$ cat src/rtl/core/flcm_pkg.sv
`default_nettype none

package flcm_pkg;

   // port count, default frame buffer depth and job queue depth
   localparam int NUM_PORTS        = 6;
   localparam int FRAME_DEPTH_DEF  = 16;
   localparam int JOB_QUEUE_DEPTH  = 2;

   // configuration port
   localparam int CSR_IDX_W  = 2;
   localparam int CSR_DATA_W = 16;
   localparam logic [CSR_IDX_W-1:0] CSR_IS_MASTER     = 2'd0;
   localparam logic [CSR_IDX_W-1:0] CSR_OWN_ID        = 2'd1;
   localparam logic [CSR_IDX_W-1:0] CSR_NEIGHBOR_MASK = 2'd2;

   // request commands
   localparam logic [1:0] CMD_GO_MAP  = 2'd0;
   localparam logic [1:0] CMD_FRAME   = 2'd1;
   localparam logic [1:0] CMD_END_MAP = 2'd2;
   localparam logic [1:0] CMD_START   = 2'd3;

   // response kinds
   localparam logic [2:0] K_GO_MAP  = 3'd0;
   localparam logic [2:0] K_FRAME   = 3'd1;
   localparam logic [2:0] K_END_MAP = 3'd2;
   localparam logic [2:0] K_ACK     = 3'd3;
   localparam logic [2:0] K_NACK    = 3'd4;
   localparam logic [2:0] K_DONE    = 3'd5;

   // one unit of work for the back end: go-map messages on the ports in
   // fwd_mask, then an optional tail message, then an optional end-map
   // to the tail's port
   typedef struct packed {
      logic [NUM_PORTS-1:0] fwd_mask;
      logic [15:0]          ident;
      logic signed [15:0]   x;
      logic signed [15:0]   y;
      logic signed [15:0]   z;
      logic                 t1;
      logic [2:0]           t1_kind;
      logic [2:0]           t1_port;
      logic                 t1_use_id;
      logic                 t1_use_xyz;
      logic                 t2;
   } job_type;

   // front to queue
   typedef struct packed {
      logic    push;
      job_type job;
   } push_type;

endpackage

`default_nettype wire

$ cat src/rtl/core/flcm_front.sv
`default_nettype none

module flcm_front #(
   parameter int FRAME_DEPTH = flcm_pkg::FRAME_DEPTH_DEF
) (
   input  wire logic                            clock,
   input  wire logic                            reset,
   input  wire logic                            req_valid,
   output logic                                 req_ready,
   input  wire logic [1:0]                      req_cmd,
   input  wire logic [2:0]                      req_in_port,
   input  wire logic [15:0]                     req_sender_id,
   input  wire logic signed [15:0]              req_coord_x,
   input  wire logic signed [15:0]              req_coord_y,
   input  wire logic signed [15:0]              req_coord_z,
   input  wire logic                            csr_we,
   input  wire logic [flcm_pkg::CSR_IDX_W-1:0]  csr_index,
   input  wire logic [flcm_pkg::CSR_DATA_W-1:0] csr_wdata,
   input  wire logic                            q_full,
   output flcm_pkg::push_type                   q_push
);

   localparam int FCW = $clog2(FRAME_DEPTH + 1);
   localparam int AW  = (FRAME_DEPTH > 1) ? $clog2(FRAME_DEPTH) : 1;
   localparam int NP  = flcm_pkg::NUM_PORTS;

   function automatic logic [2:0] count_ports(input logic [NP-1:0] m);
      logic [2:0] c;
      c = 3'd0;
      for (int i = 0; i < NP; i++) begin
         c = c + 3'(m[i]);
      end
      return c;
   endfunction

   // configuration
   logic          is_master_ff;
   logic [15:0]   own_id_ff;
   logic [NP-1:0] nmask_ff;

   // node state
   logic                 joined_ff, joined_in;
   logic                 has_parent_ff, has_parent_in;
   logic [2:0]           parent_ff, parent_in;
   logic signed [15:0]   node_x_ff, node_x_in;
   logic signed [15:0]   node_y_ff, node_y_in;
   logic signed [15:0]   node_z_ff, node_z_in;
   logic [2:0]           pend_ff, pend_in;
   logic [FCW-1:0]       fc_ff, fc_in;

   // frame buffer, written only
   logic [63:0]   frame_store [FRAME_DEPTH];
   logic          store_we;

   logic          accept;
   logic [NP-1:0] port_onehot;
   logic          port_ok;
   logic [NP-1:0] fwd_join;
   logic [2:0]    cnt_start;
   logic [2:0]    cnt_join;
   flcm_pkg::job_type job;

   assign req_ready   = !q_full;
   assign accept      = req_valid && req_ready;
   assign port_onehot = NP'(1) << req_in_port;
   assign port_ok     = |(port_onehot & nmask_ff);
   assign fwd_join    = nmask_ff & ~port_onehot;
   assign cnt_start   = count_ports(nmask_ff);
   assign cnt_join    = count_ports(fwd_join);

   // configuration registers
   always_ff @(posedge clock) begin
      if (reset) begin
         is_master_ff <= 1'b0;
         own_id_ff    <= 16'd0;
         nmask_ff     <= '0;
      end else if (csr_we) begin
         case (csr_index)
            flcm_pkg::CSR_IS_MASTER:     is_master_ff <= csr_wdata[0];
            flcm_pkg::CSR_OWN_ID:        own_id_ff    <= csr_wdata;
            flcm_pkg::CSR_NEIGHBOR_MASK: nmask_ff     <= csr_wdata[NP-1:0];
            default: ;
         endcase
      end
   end

   // classify the request, update node state and build the job
   always_comb begin
      joined_in     = joined_ff;
      has_parent_in = has_parent_ff;
      parent_in     = parent_ff;
      node_x_in     = node_x_ff;
      node_y_in     = node_y_ff;
      node_z_in     = node_z_ff;
      pend_in       = pend_ff;
      fc_in         = fc_ff;
      store_we      = 1'b0;
      job           = '0;
      q_push.push   = 1'b0;
      if (accept) begin
         case (req_cmd)
            flcm_pkg::CMD_START: begin
               if (is_master_ff) begin
                  joined_in     = 1'b1;
                  has_parent_in = 1'b0;
                  parent_in     = 3'd0;
                  node_x_in     = '0;
                  node_y_in     = '0;
                  node_z_in     = '0;
                  fc_in         = '0;
                  pend_in       = cnt_start;
                  job.fwd_mask  = nmask_ff;
                  job.ident     = own_id_ff;
                  if (cnt_start == 3'd0) begin
                     job.t1      = 1'b1;
                     job.t1_kind = flcm_pkg::K_DONE;
                  end
                  q_push.push = 1'b1;
               end
            end
            flcm_pkg::CMD_GO_MAP: begin
               if (port_ok) begin
                  if (!joined_ff) begin
                     joined_in     = 1'b1;
                     has_parent_in = 1'b1;
                     parent_in     = req_in_port;
                     node_x_in     = req_coord_x;
                     node_y_in     = req_coord_y;
                     node_z_in     = req_coord_z;
                     pend_in       = pend_ff + cnt_join;
                     job.fwd_mask  = fwd_join;
                     job.ident     = own_id_ff;
                     job.x         = req_coord_x;
                     job.y         = req_coord_y;
                     job.z         = req_coord_z;
                     // leaf: report straight back
                     if (pend_in == 3'd0) begin
                        job.t1 = 1'b1;
                        if (is_master_ff) begin
                           job.t1_kind = flcm_pkg::K_DONE;
                        end else begin
                           job.t1_kind    = flcm_pkg::K_FRAME;
                           job.t1_port    = req_in_port;
                           job.t1_use_id  = 1'b1;
                           job.t1_use_xyz = 1'b1;
                           job.t2         = 1'b1;
                        end
                     end
                  end else begin
                     // already mapped: close this branch
                     job.t1      = 1'b1;
                     job.t1_kind = flcm_pkg::K_END_MAP;
                     job.t1_port = req_in_port;
                  end
                  q_push.push = 1'b1;
               end
            end
            flcm_pkg::CMD_FRAME: begin
               if (port_ok && is_master_ff) begin
                  job.t1        = 1'b1;
                  job.t1_port   = req_in_port;
                  job.t1_use_id = 1'b1;
                  job.ident     = req_sender_id;
                  if (fc_ff < FCW'(FRAME_DEPTH)) begin
                     store_we    = 1'b1;
                     fc_in       = fc_ff + FCW'(1);
                     job.t1_kind = flcm_pkg::K_ACK;
                  end else begin
                     job.t1_kind = flcm_pkg::K_NACK;
                  end
                  q_push.push = 1'b1;
               end
            end
            flcm_pkg::CMD_END_MAP: begin
               if (port_ok && pend_ff != 3'd0) begin
                  pend_in = pend_ff - 3'd1;
                  if (pend_in == 3'd0) begin
                     if (is_master_ff) begin
                        job.t1      = 1'b1;
                        job.t1_kind = flcm_pkg::K_DONE;
                        q_push.push = 1'b1;
                     end else if (has_parent_ff) begin
                        job.t1         = 1'b1;
                        job.t1_kind    = flcm_pkg::K_FRAME;
                        job.t1_port    = parent_ff;
                        job.t1_use_id  = 1'b1;
                        job.t1_use_xyz = 1'b1;
                        job.t2         = 1'b1;
                        job.ident      = own_id_ff;
                        job.x          = node_x_ff;
                        job.y          = node_y_ff;
                        job.z          = node_z_ff;
                        q_push.push    = 1'b1;
                     end
                  end
               end
            end
            default: ;
         endcase
      end
      q_push.job = job;
   end

   // node state registers
   always_ff @(posedge clock) begin
      if (reset) begin
         joined_ff     <= 1'b0;
         has_parent_ff <= 1'b0;
         parent_ff     <= 3'd0;
         node_x_ff     <= '0;
         node_y_ff     <= '0;
         node_z_ff     <= '0;
         pend_ff       <= 3'd0;
         fc_ff         <= '0;
      end else begin
         joined_ff     <= joined_in;
         has_parent_ff <= has_parent_in;
         parent_ff     <= parent_in;
         node_x_ff     <= node_x_in;
         node_y_ff     <= node_y_in;
         node_z_ff     <= node_z_in;
         pend_ff       <= pend_in;
         fc_ff         <= fc_in;
      end
   end

   // frame buffer write
   always_ff @(posedge clock) begin
      if (store_we) begin
         frame_store[fc_ff[AW-1:0]] <= {req_coord_z, req_coord_y, req_coord_x, req_sender_id};
      end
   end

endmodule

`default_nettype wire

$ cat src/rtl/core/flcm_queue.sv
`default_nettype none

module flcm_queue (
   input  wire logic               clock,
   input  wire logic               reset,
   input  wire flcm_pkg::push_type q_push,
   output logic                    q_full,
   output logic                    q_valid,
   output flcm_pkg::job_type       q_head,
   input  wire logic               q_pop
);

   localparam int DEPTH = flcm_pkg::JOB_QUEUE_DEPTH;
   localparam int PW    = (DEPTH > 1) ? $clog2(DEPTH) : 1;
   localparam int CW    = $clog2(DEPTH + 1);

   flcm_pkg::job_type slots_ff [DEPTH];
   logic [PW-1:0] wr_ptr_ff, wr_ptr_in;
   logic [PW-1:0] rd_ptr_ff, rd_ptr_in;
   logic [CW-1:0] count_ff, count_in;
   logic          do_push;
   logic          do_pop;

   assign q_full  = (count_ff == CW'(DEPTH));
   assign q_valid = (count_ff != '0);
   assign q_head  = slots_ff[rd_ptr_ff];
   assign do_push = q_push.push && !q_full;
   assign do_pop  = q_pop && q_valid;

   // pointer and occupancy update
   always_comb begin
      wr_ptr_in = wr_ptr_ff;
      rd_ptr_in = rd_ptr_ff;
      count_in  = count_ff;
      if (do_push) begin
         wr_ptr_in = (wr_ptr_ff == PW'(DEPTH - 1)) ? '0 : wr_ptr_ff + PW'(1);
      end
      if (do_pop) begin
         rd_ptr_in = (rd_ptr_ff == PW'(DEPTH - 1)) ? '0 : rd_ptr_ff + PW'(1);
      end
      if (do_push && !do_pop) begin
         count_in = count_ff + CW'(1);
      end else if (do_pop && !do_push) begin
         count_in = count_ff - CW'(1);
      end
   end

   always_ff @(posedge clock) begin
      if (reset) begin
         wr_ptr_ff <= '0;
         rd_ptr_ff <= '0;
         count_ff  <= '0;
      end else begin
         wr_ptr_ff <= wr_ptr_in;
         rd_ptr_ff <= rd_ptr_in;
         count_ff  <= count_in;
      end
   end

   always_ff @(posedge clock) begin
      if (do_push) begin
         slots_ff[wr_ptr_ff] <= q_push.job;
      end
   end

endmodule

`default_nettype wire

$ cat src/rtl/core/flcm_back.sv
`default_nettype none

module flcm_back (
   input  wire logic                clock,
   input  wire logic                reset,
   input  wire logic                q_valid,
   input  wire flcm_pkg::job_type   q_head,
   output logic                     q_pop,
   output logic                     rsp_valid,
   input  wire logic                rsp_ready,
   output logic [2:0]               rsp_kind,
   output logic [2:0]               rsp_out_port,
   output logic [15:0]              rsp_msg_id,
   output logic signed [15:0]       rsp_msg_x,
   output logic signed [15:0]       rsp_msg_y,
   output logic signed [15:0]       rsp_msg_z,
   output logic                     rsp_last
);

   localparam int NP = flcm_pkg::NUM_PORTS;

   function automatic logic [2:0] low_port(input logic [NP-1:0] m);
      logic [2:0] r;
      r = 3'd0;
      for (int i = NP - 1; i >= 0; i--) begin
         if (m[i]) r = 3'(i);
      end
      return r;
   endfunction

   function automatic logic signed [15:0] sat_inc(input logic signed [15:0] v);
      return (v == 16'sh7FFF) ? v : v + 16'sd1;
   endfunction

   function automatic logic signed [15:0] sat_dec(input logic signed [15:0] v);
      return (v == 16'sh8000) ? v : v - 16'sd1;
   endfunction

   // job in progress
   logic              cur_valid_ff, cur_valid_in;
   flcm_pkg::job_type cur_ff, cur_in;

   // output register
   logic                rsp_valid_ff, rsp_valid_in;
   logic [2:0]          kind_ff, kind_in;
   logic [2:0]          port_ff, port_in;
   logic [15:0]         id_ff, id_in;
   logic signed [15:0]  x_ff, x_in;
   logic signed [15:0]  y_ff, y_in;
   logic signed [15:0]  z_ff, z_in;
   logic                last_ff, last_in;

   logic          adv;
   logic          emit;
   logic          has_go;
   logic [2:0]    gp;
   logic [NP-1:0] mask_rest;
   logic          load;

   assign adv       = !rsp_valid_ff || rsp_ready;
   assign emit      = cur_valid_ff && adv;
   assign has_go    = |cur_ff.fwd_mask;
   assign gp        = low_port(cur_ff.fwd_mask);
   assign mask_rest = cur_ff.fwd_mask & ~(NP'(1) << gp);

   // pick the next message of the current job
   always_comb begin
      cur_in       = cur_ff;
      kind_in      = kind_ff;
      port_in      = port_ff;
      id_in        = id_ff;
      x_in         = x_ff;
      y_in         = y_ff;
      z_in         = z_ff;
      last_in      = last_ff;
      rsp_valid_in = rsp_valid_ff && !rsp_ready;
      if (emit) begin
         rsp_valid_in = 1'b1;
         if (has_go) begin
            kind_in = flcm_pkg::K_GO_MAP;
            port_in = gp;
            id_in   = cur_ff.ident;
            x_in    = cur_ff.x;
            y_in    = cur_ff.y;
            z_in    = cur_ff.z;
            case (gp)
               3'd0:    z_in = sat_inc(cur_ff.z);
               3'd1:    z_in = sat_dec(cur_ff.z);
               3'd2:    x_in = sat_inc(cur_ff.x);
               3'd3:    x_in = sat_dec(cur_ff.x);
               3'd4:    y_in = sat_inc(cur_ff.y);
               default: y_in = sat_dec(cur_ff.y);
            endcase
            last_in         = (mask_rest == '0) && !cur_ff.t1 && !cur_ff.t2;
            cur_in.fwd_mask = mask_rest;
         end else if (cur_ff.t1) begin
            kind_in   = cur_ff.t1_kind;
            port_in   = cur_ff.t1_port;
            id_in     = cur_ff.t1_use_id ? cur_ff.ident : 16'd0;
            x_in      = cur_ff.t1_use_xyz ? cur_ff.x : 16'sd0;
            y_in      = cur_ff.t1_use_xyz ? cur_ff.y : 16'sd0;
            z_in      = cur_ff.t1_use_xyz ? cur_ff.z : 16'sd0;
            last_in   = !cur_ff.t2;
            cur_in.t1 = 1'b0;
         end else begin
            kind_in   = flcm_pkg::K_END_MAP;
            port_in   = cur_ff.t1_port;
            id_in     = 16'd0;
            x_in      = 16'sd0;
            y_in      = 16'sd0;
            z_in      = 16'sd0;
            last_in   = 1'b1;
            cur_in.t2 = 1'b0;
         end
      end
      // take the next job when none is current or as the current one finishes
      load         = q_valid && (!cur_valid_ff || (emit && last_in));
      cur_valid_in = emit ? !last_in : cur_valid_ff;
      if (load) begin
         cur_in       = q_head;
         cur_valid_in = 1'b1;
      end
   end

   assign q_pop = load;

   always_ff @(posedge clock) begin
      if (reset) begin
         cur_valid_ff <= 1'b0;
         rsp_valid_ff <= 1'b0;
      end else begin
         cur_valid_ff <= cur_valid_in;
         rsp_valid_ff <= rsp_valid_in;
      end
   end

   always_ff @(posedge clock) begin
      cur_ff  <= cur_in;
      kind_ff <= kind_in;
      port_ff <= port_in;
      id_ff   <= id_in;
      x_ff    <= x_in;
      y_ff    <= y_in;
      z_ff    <= z_in;
      last_ff <= last_in;
   end

   assign rsp_valid    = rsp_valid_ff;
   assign rsp_kind     = kind_ff;
   assign rsp_out_port = port_ff;
   assign rsp_msg_id   = id_ff;
   assign rsp_msg_x    = x_ff;
   assign rsp_msg_y    = y_ff;
   assign rsp_msg_z    = z_ff;
   assign rsp_last     = last_ff;

endmodule

`default_nettype wire

$ cat src/rtl/core/flood_coordinate_mapping_node_core.sv
`default_nettype none

// One node of a six-port coordinate mapping wave. Each request (go-map,
// frame, end-map or start) is classified combinationally by the front
// end, which updates the node state at once and queues a job in a two-entry
// job queue; the back end then sends that job's messages one per cycle while
// rsp_ready is high, through a response register, last set on the final one.
// A request that causes n responses (1 to 6) holds the back end until all n
// are sent; a request with no response queues no job. Requests are still
// accepted while responses stall, until the job queue is full. Configuration
// is written through csr_we/csr_index/csr_wdata (0 is_master, 1 own_id,
// 2 neighbor_mask); the user must do so only while the node is idle, as the
// block does not enforce it. Received frames go into a FRAME_DEPTH entry buffer.
module flood_coordinate_mapping_node_core #(
   parameter int FRAME_DEPTH = flcm_pkg::FRAME_DEPTH_DEF
) (
   input  wire logic                            clock,
   input  wire logic                            reset,
   input  wire logic                            req_valid,
   output logic                                 req_ready,
   input  wire logic [1:0]                      req_cmd,
   input  wire logic [2:0]                      req_in_port,
   input  wire logic [15:0]                     req_sender_id,
   input  wire logic signed [15:0]              req_coord_x,
   input  wire logic signed [15:0]              req_coord_y,
   input  wire logic signed [15:0]              req_coord_z,
   output logic                                 rsp_valid,
   input  wire logic                            rsp_ready,
   output logic [2:0]                           rsp_kind,
   output logic [2:0]                           rsp_out_port,
   output logic [15:0]                          rsp_msg_id,
   output logic signed [15:0]                   rsp_msg_x,
   output logic signed [15:0]                   rsp_msg_y,
   output logic signed [15:0]                   rsp_msg_z,
   output logic                                 rsp_last,
   input  wire logic                            csr_we,
   input  wire logic [flcm_pkg::CSR_IDX_W-1:0]  csr_index,
   input  wire logic [flcm_pkg::CSR_DATA_W-1:0] csr_wdata
);

   flcm_pkg::push_type q_push;
   flcm_pkg::job_type  q_head;
   logic               q_full;
   logic               q_valid;
   logic               q_pop;

   // request decode and node state
   flcm_front #(
      .FRAME_DEPTH(FRAME_DEPTH)
   ) u_front (
      .clock         (clock),
      .reset         (reset),
      .req_valid     (req_valid),
      .req_ready     (req_ready),
      .req_cmd       (req_cmd),
      .req_in_port   (req_in_port),
      .req_sender_id (req_sender_id),
      .req_coord_x   (req_coord_x),
      .req_coord_y   (req_coord_y),
      .req_coord_z   (req_coord_z),
      .csr_we        (csr_we),
      .csr_index     (csr_index),
      .csr_wdata     (csr_wdata),
      .q_full        (q_full),
      .q_push        (q_push)
   );

   // job queue
   flcm_queue u_queue (
      .clock   (clock),
      .reset   (reset),
      .q_push  (q_push),
      .q_full  (q_full),
      .q_valid (q_valid),
      .q_head  (q_head),
      .q_pop   (q_pop)
   );

   // message sender
   flcm_back u_back (
      .clock        (clock),
      .reset        (reset),
      .q_valid      (q_valid),
      .q_head       (q_head),
      .q_pop        (q_pop),
      .rsp_valid    (rsp_valid),
      .rsp_ready    (rsp_ready),
      .rsp_kind     (rsp_kind),
      .rsp_out_port (rsp_out_port),
      .rsp_msg_id   (rsp_msg_id),
      .rsp_msg_x    (rsp_msg_x),
      .rsp_msg_y    (rsp_msg_y),
      .rsp_msg_z    (rsp_msg_z),
      .rsp_last     (rsp_last)
   );

   // queue is empty right after reset
   a_ready_after_reset: assert property (@(posedge clock)
      reset |=> req_ready)
      else $error("request side not ready after reset");

   // a frame is always followed by its end-map
   a_frame_not_last: assert property (@(posedge clock) disable iff (reset)
      (rsp_valid && rsp_kind == flcm_pkg::K_FRAME) |-> !rsp_last)
      else $error("frame response flagged last");

   // done closes the run and goes out on port zero
   a_done_last: assert property (@(posedge clock) disable iff (reset)
      (rsp_valid && rsp_kind == flcm_pkg::K_DONE) |-> (rsp_last && rsp_out_port == 3'd0))
      else $error("done response malformed");

   // a frame response is followed by end-map on the same port
   a_frame_then_end: assert property (@(posedge clock) disable iff (reset)
      (rsp_valid && rsp_ready && rsp_kind == flcm_pkg::K_FRAME) |=>
      (rsp_valid && rsp_kind == flcm_pkg::K_END_MAP && rsp_out_port == $past(rsp_out_port)))
      else $error("end-map does not follow frame");

endmodule

`default_nettype wire

$ cat config.mk
export PLATFORM = sky130hd
export DESIGN_NAME = flood_coordinate_mapping_node_core
export DESIGN_NICKNAME = d
export VERILOG_FILES = /design/src/rtl/core/flcm_pkg.sv /design/src/rtl/core/flcm_front.sv /design/src/rtl/core/flcm_queue.sv /design/src/rtl/core/flcm_back.sv /design/src/rtl/core/flood_coordinate_mapping_node_core.sv
export SDC_FILE = /design/constraint.sdc
export NUM_CORES = 1
export LEC_CHECK = 0
export ABC_AREA = 0
export CAP_MARGIN = 20
export CORE_MARGIN = 2
export CORE_UTILIZATION = 35
export DETAILED_ROUTE_END_ITERATION = 10
export DONT_BUFFER_PORTS = 1
export HOLD_SLACK_MARGIN = 0.08
export SLEW_MARGIN = 10
export SYNTH_ARGS = -nofsm -noshare
export SYNTH_HDL_FRONTEND = slang
export SYNTH_SLANG_ARGS = --single-unit
$ cat constraint.sdc
create_clock -name clock -period 11.7 [get_ports clock]
set_clock_uncertainty 0.15 [all_clocks]
set_input_delay 1.755 -clock clock [delete_from_list [all_inputs] [get_ports clock]]
set_output_delay 1.755 -clock clock [all_outputs]
set_load 0.05 [all_outputs]
# --- After elaboration in Yosys (flattened, before gate mapping) ---
# Memory sizes are Yosys's and may differ from the RTL's. A register that Yosys moved wholly into a read port is not among the register bits.
# Index checks and enable logic that the tools add are counted.
totals:
  mem_count: 1
  wordCells: 261
  inputBits: 92
  ram_bits: 160
  reg_bits: 241
op_classes:
  n_mux: 116
  addsub: 23
  shift: 2
  reduce_logical: 53
  order_cmp: 1
  n_eq_ne: 24
  bitwise_logic: 6
memory_table:
  columns: ["name", "words", "word_bits", "read_ports", "rd_ports_with_merged_regs", "write_ports", "line", "text"]
  rows:
  - ["u_queue.slots_ff", 2, 80, 1, 1, 1, "flcm_queue.sv:17", "flcm_pkg::job_type slots_ff [DEPTH];"]
op_table:
  columns: ["operator", "count"]
  rows:
  - ["$mux W16", 26]
  - ["$mux W80", 3]
  - ["$mux W74", 3]
  - ["$pmux W16 S2", 6]
  - ["$eq A16 B16 Y1 const B", 6]
  - ["$pmux W48 S2", 1]
  - ["$mux W70", 1]
  - ["$mux W64", 1]
  - ["$pmux W16 S4", 1]
  - ["$mux W3", 17]
  - ["$add A16 B2 Y16 const B", 3]
  - ["$sub A16 B2 Y16 const B", 3]
  - ["$mux W1", 30]
  - ["$add A3 B1 Y3", 8]
  - ["$mux W6", 4]
  - ["$mux W22", 1]
  - ["$and A6 B6 Y6", 3]
  - ["$pmux W4 S4", 1]
  - ["$mux W5", 3]
  - ["$logic_and A1 B1 Y1", 13]
  - ["$logic_not A3 Y1", 4]
  - ["$mux W4", 3]
  - ["$not A6 Y6", 2]
  - ["$pmux W4 S3", 1]
  - ["42 further kinds", 81]

# --- Longest topological paths before layout ---
logic_depth:
  ltp_word: 21
  ltp_mapped: 17
  mapped_depth_nobuf: 16

# --- By module ---
# A second synthesis with hierarchy kept.
hier_totals:
  cells_unflattened: 1602
  area_unflattened_um2: 19024.5
modules_own_cells:
  columns: ["module", "area_each_um2", "cells_each", "n_inst", "seq_area_each_um2"]
  rows:
  - ["flcm_back", 8025.2, 709, 1, 4564.4]
  - ["flcm_queue", 5970.7, 274, 1, 4904.7]
  - ["flcm_front", 5028.6, 619, 1, 1681.6]

# --- Worst setup path after synthesis ---
# OpenSTA, ideal clock, no wires.
synth_timing:
  path_kind: "input to register"
  start: "input req_cmd[0]"
  end: "memory u_queue.slots_ff[0][10] in the netlist's numbering, enable pin"
  setup_ns: 0.711
  stages: 6
  slack_ns: 0.707
  arrival_ns: 10.132
  required_time_ns: 10.839
  path_cell_list: "inv_1 > ha_1 > nand2_1 > a221oi_1 > nor4_1 > nor4_1"
synth_via:
  elab_chain_len: 6
  elab_cells_between_ends: 9
  classes_between: "3 x eq/ne; 4 x mux; 2 x reduce/logical"
synth_lines:
  columns: ["item", "line", "text"]
  rows:
  - ["start: declaration", "flood_coordinate_mapping_node_core.sv:21", "input wire logic [1:0] req_cmd,"]
  - ["$eq A2 B2 Y1 (tied with other cells)", "flcm_front.sv:101", "case (req_cmd)"]
  - ["$pmux W1 S4 *", "flcm_front.sv:101", null]
  - ["$mux W1 *", "flcm_front.sv:100", "if (accept) begin"]
  - ["$logic_and A1 B1 Y1 *", "flcm_queue.sv:27", "assign do_push = q_push.push && !q_full;"]
  - ["$mux W1 *", "flcm_queue.sv:61", "if (do_push) begin"]
  - ["$mux W1 (not written as such) *", "flcm_queue.sv:62", "slots_ff[wr_ptr_ff] <= q_push.job;"]
  - ["end: declaration", "flcm_queue.sv:17", null]
# Every way passes the cells marked *; elsewhere a longest branch is shown, timed or not.

==> flow_summary.toml <==
[drt]
final_antenna_net_count = 0
dr.pass1.iters = 7
routed_wl_mm = 48.0
drt_iter0_markers = 819
viasPerCell = 5.59
drc_errors = 0
vias = 12400
wl_per_cell_um = 21.6

[pwr]
p_leak_uw = 0.00679
ir_drop_uv = 112
power_uw = 4740
power-per-cell-area_mw_per_mm2 = 231

[setup_path]
crit_path_end_kind = "register"
r2r_slack_ns = 7.46
r2r-start = "u_front.nmask_ff[0]"
arrival_ns = 5.37
crit_buf_inv = 3
start_kind = "primary input"
crit_fanout = 10
worstSetupPathType = "in2reg"
worstRegToRegCells = 14
slowest_stage = "fa_1"
r2r-end = "u_queue.slots_ff[0][3]"
path_cells = "nor3_1, nor2b_1, ha_1, fa_1, inv_1, fa_1, inv_1, ha_1, inv_1, fa_1, xnor2_1, xnor2_1, nor3b_1, a311o_1, a32o_1"
required_ns = 11.86
cp_top_family = "adder cells"
max_stage_delay_ns = 0.49

[global_routing]
grt_overflow = 0
grtUsageTotal_pct = 17.2
grt_first_pass_wirelength_mm = 72.8
first_global_vias = 11900
antenna_found_initial = 0
grt_max_degree = 81

[synth]
synth_cell_types = 92
synth.area.mux_share_pct = 6.67
synth_xor_area_share_pct = 0.518
yosys-top-cells-area = "edfxtp_1 (50%), dfxtp_1 (9.9%), mux2_2 (4.7%)"
yosys_warnings = 0
synthMostInstantiatedCell = "edfxtp_1"
synth_top_family_by_area = "compound AO/OA/AOI/OAI gates"
synth_nets = 1658
seq_area_frac_synth_pct = 59.6
synth_seq_cells = 400
synth-simple-area-share_pct = 13.3
syn-cell-area_mm2 = 0.0186
ys.flop_type = "edfxtp_1"
synth-async-reset-ratio_pct = 0
yosys-top-cells-count = "edfxtp_1 (308), nor2_1 (116), nand2_1 (114), dfxtp_1 (92), mux2_2 (77)"
synth_edf_count = 308
synth_compound_area_share_pct = 14.6
synthAdderAreaFrac_pct = 2.19
syn-mean-instance-area_um2 = 12.1
synth_top_cell_area_share_pct = 49.7
synth_cells = 1537
yosysTopAreaCell = "edfxtp_1"

[finish]
postLayoutCoreUtil_pct = 39.0
syn2layout_area_growth_pct = 10.3
drive_gt1_share_pct = 12.7
nNetsFinal = 1617
n_antenna_cell = 0

[place]
pre_cts_ws_ns = 5.91
place.gp.congestion = 0.894
hpwl_mm = 33.1
io_buffers = 0

[sta]
timing.final.crit_share_pct = 44.5
hold_violations = 0
tightest_slew_ns = 1.02
fmax_ghz = 0.192
relSlewSlack_pct = 32.1
setup_violations = 0
worst_slack_ns = 6.49
fin_crit_ns = 5.21
rsz0062_at_grt = "no"
slew_viol_final = 0
setup_tns_ns = 0

[clock_network]
cts.sinks = 400
cts-root-buf = "clkbuf_16"
cts-resized-gates = 0
clock_latency_ns = 0.58
clk_pin_slew_worst_paths_ns = 0.06
htree_levels = 2
tritoncts = "yes"
postCtsSetupRepairBufs = 0
cts_buffer_depth = 3
numCtsBuffers = 43
cts_hold_repair.buffers = 0

[die]
die_area_mm2 = 0.0550
start_util_pct = 35.4
die_w_um = 235
rows = 84
die_h_um = 235
core_region_area_mm2 = 0.0526
boundaryPins = 165

[worst_hold_path]
hold_depth = 2
min_to = "u_front.own_id_ff[0]"
hp-class = "reg2reg"
hp-start = "u_front.own_id_ff[0]"

[job]
max_cap_violations = 0

[run_status]
status = "complete, no violations"
kinds of logic (layout without fill, tap and decap cells):
family / count (synthesis) / in the layout
XOR/XNOR: 11 / 11
adder cells (fa/ha/maj): 29 / 29
AND/OR/NAND/NOR: 484 / 484
buffers and inverters: 136 / 129
flip-flops: 400 / 400
AO/OA/AOI/OAI: 363 / 363
multiplexers: 114 / 114
layout make-up:
| type | instances | area [µm²] |
|---|---|---|
| Clock buffer | 55 | 1170 |
| Clock inverter | 24 | 176 |
| Fill cell | 4998 | 32000 |
| Inverter | 38 | 148 |
| Multi-Input combinational cell | 1001 | 6960 |
| Sequential cell | 400 | 11100 |
| Tap cell | 688 | 861 |
| Timing Repair Buffer | 12 | 90.1 |
metal layers:
layer	up-vias	part of all wire, %	track usage, %
li1	5829	-	-
met1	6086	46	24.3
met2	399	45	25.8
met3	74	7.1	4.13
met4	0	2.3	6.09
met5	-	0	0
flip-flops by register name (all words and copies together) (netlist names), 2 cells and up, named ones only:
| register | cells |
|---|---|
| u_back.cur_ff | 80 |
| u_back.rsp_kind | 3 |
| u_back.rsp_msg_id | 16 |
| u_back.rsp_msg_x | 16 |
| u_back.rsp_msg_y | 16 |
| u_back.rsp_msg_z | 16 |
| u_back.rsp_out_port | 3 |
| u_front.fc_ff | 5 |
| u_front.nmask_ff | 6 |
| u_front.node_x_ff | 16 |
| u_front.node_y_ff | 16 |
| u_front.node_z_ff | 16 |
| u_front.own_id_ff | 16 |
| u_front.parent_ff | 3 |
| u_front.pend_ff | 3 |
| u_queue.count_ff | 2 |
| u_queue.slots_ff | 158 |
worst max-delay path by stage:
stage | from | end | slack [ns] | cells after the start
finish | req_in_port[2] | u_queue.slots_ff[0][3] | 6.49 | 15
global route | req_in_port[2] | u_queue.slots_ff[0][2] | 6.31 | 15
CTS | req_in_port[2] | u_queue.slots_ff[0][3] | 6.51 | 15
detailed placement | req_in_port[2] | u_queue.slots_ff[1][3] | 5.91 | 15
global placement | req_in_port[2] | u_queue.slots_ff[0][4] | 5.92 | 15
floorplan | req_cmd[0] | u_queue.slots_ff[0][10] | 0.71 | 6
cell usage in the layout (no fill, tap or decap), drive strengths merged, types with 7 or more instances in the layout:
cell,n
a31oi,20
ha,23
nand2b,13
nand3,35
o211ai,17
nand4,22
nand2,115
o21ai,38
a211oi,11
nor3,37
clkinv,17
mux2i,35
inv,41
edfxtp,308
or2,10
a2111oi,7
o221ai,8
mux2,79
or4,11
a22oi,52
nor2b,10
dfxtp,92
nand3b,7
o22ai,10
nor2,117
and3,11
a21oi,53
a22o,64
and2,35
o31ai,7
clkbuf,55
buf,12
o21a,8
nor4,18
or3,19
stage by stage:
stage          hold slack (ns)  area (µm²)  cells
6_report                 0.298       20500   2218
5_1_grt                  0.320       20500   2218
4_1_cts                  0.300       20500   2218
3_5_place_dp             0.290       19200   2139
3_3_place_gp             0.288       19200   2139
2_1_floorplan            0.277       18600   1537
power breakdown:
part	internal, µW	switching (µW)
sequential	1910	628
combinational	326	583
clock	737	562
total	2970	1770
worst min-delay path, cell delays in order, from the launching register on:
cell,delay (ns)
dfxtp_1,0.31
nand2_1,0.05
a21oi_1,0.05
(Power assumes the default switching activity.)
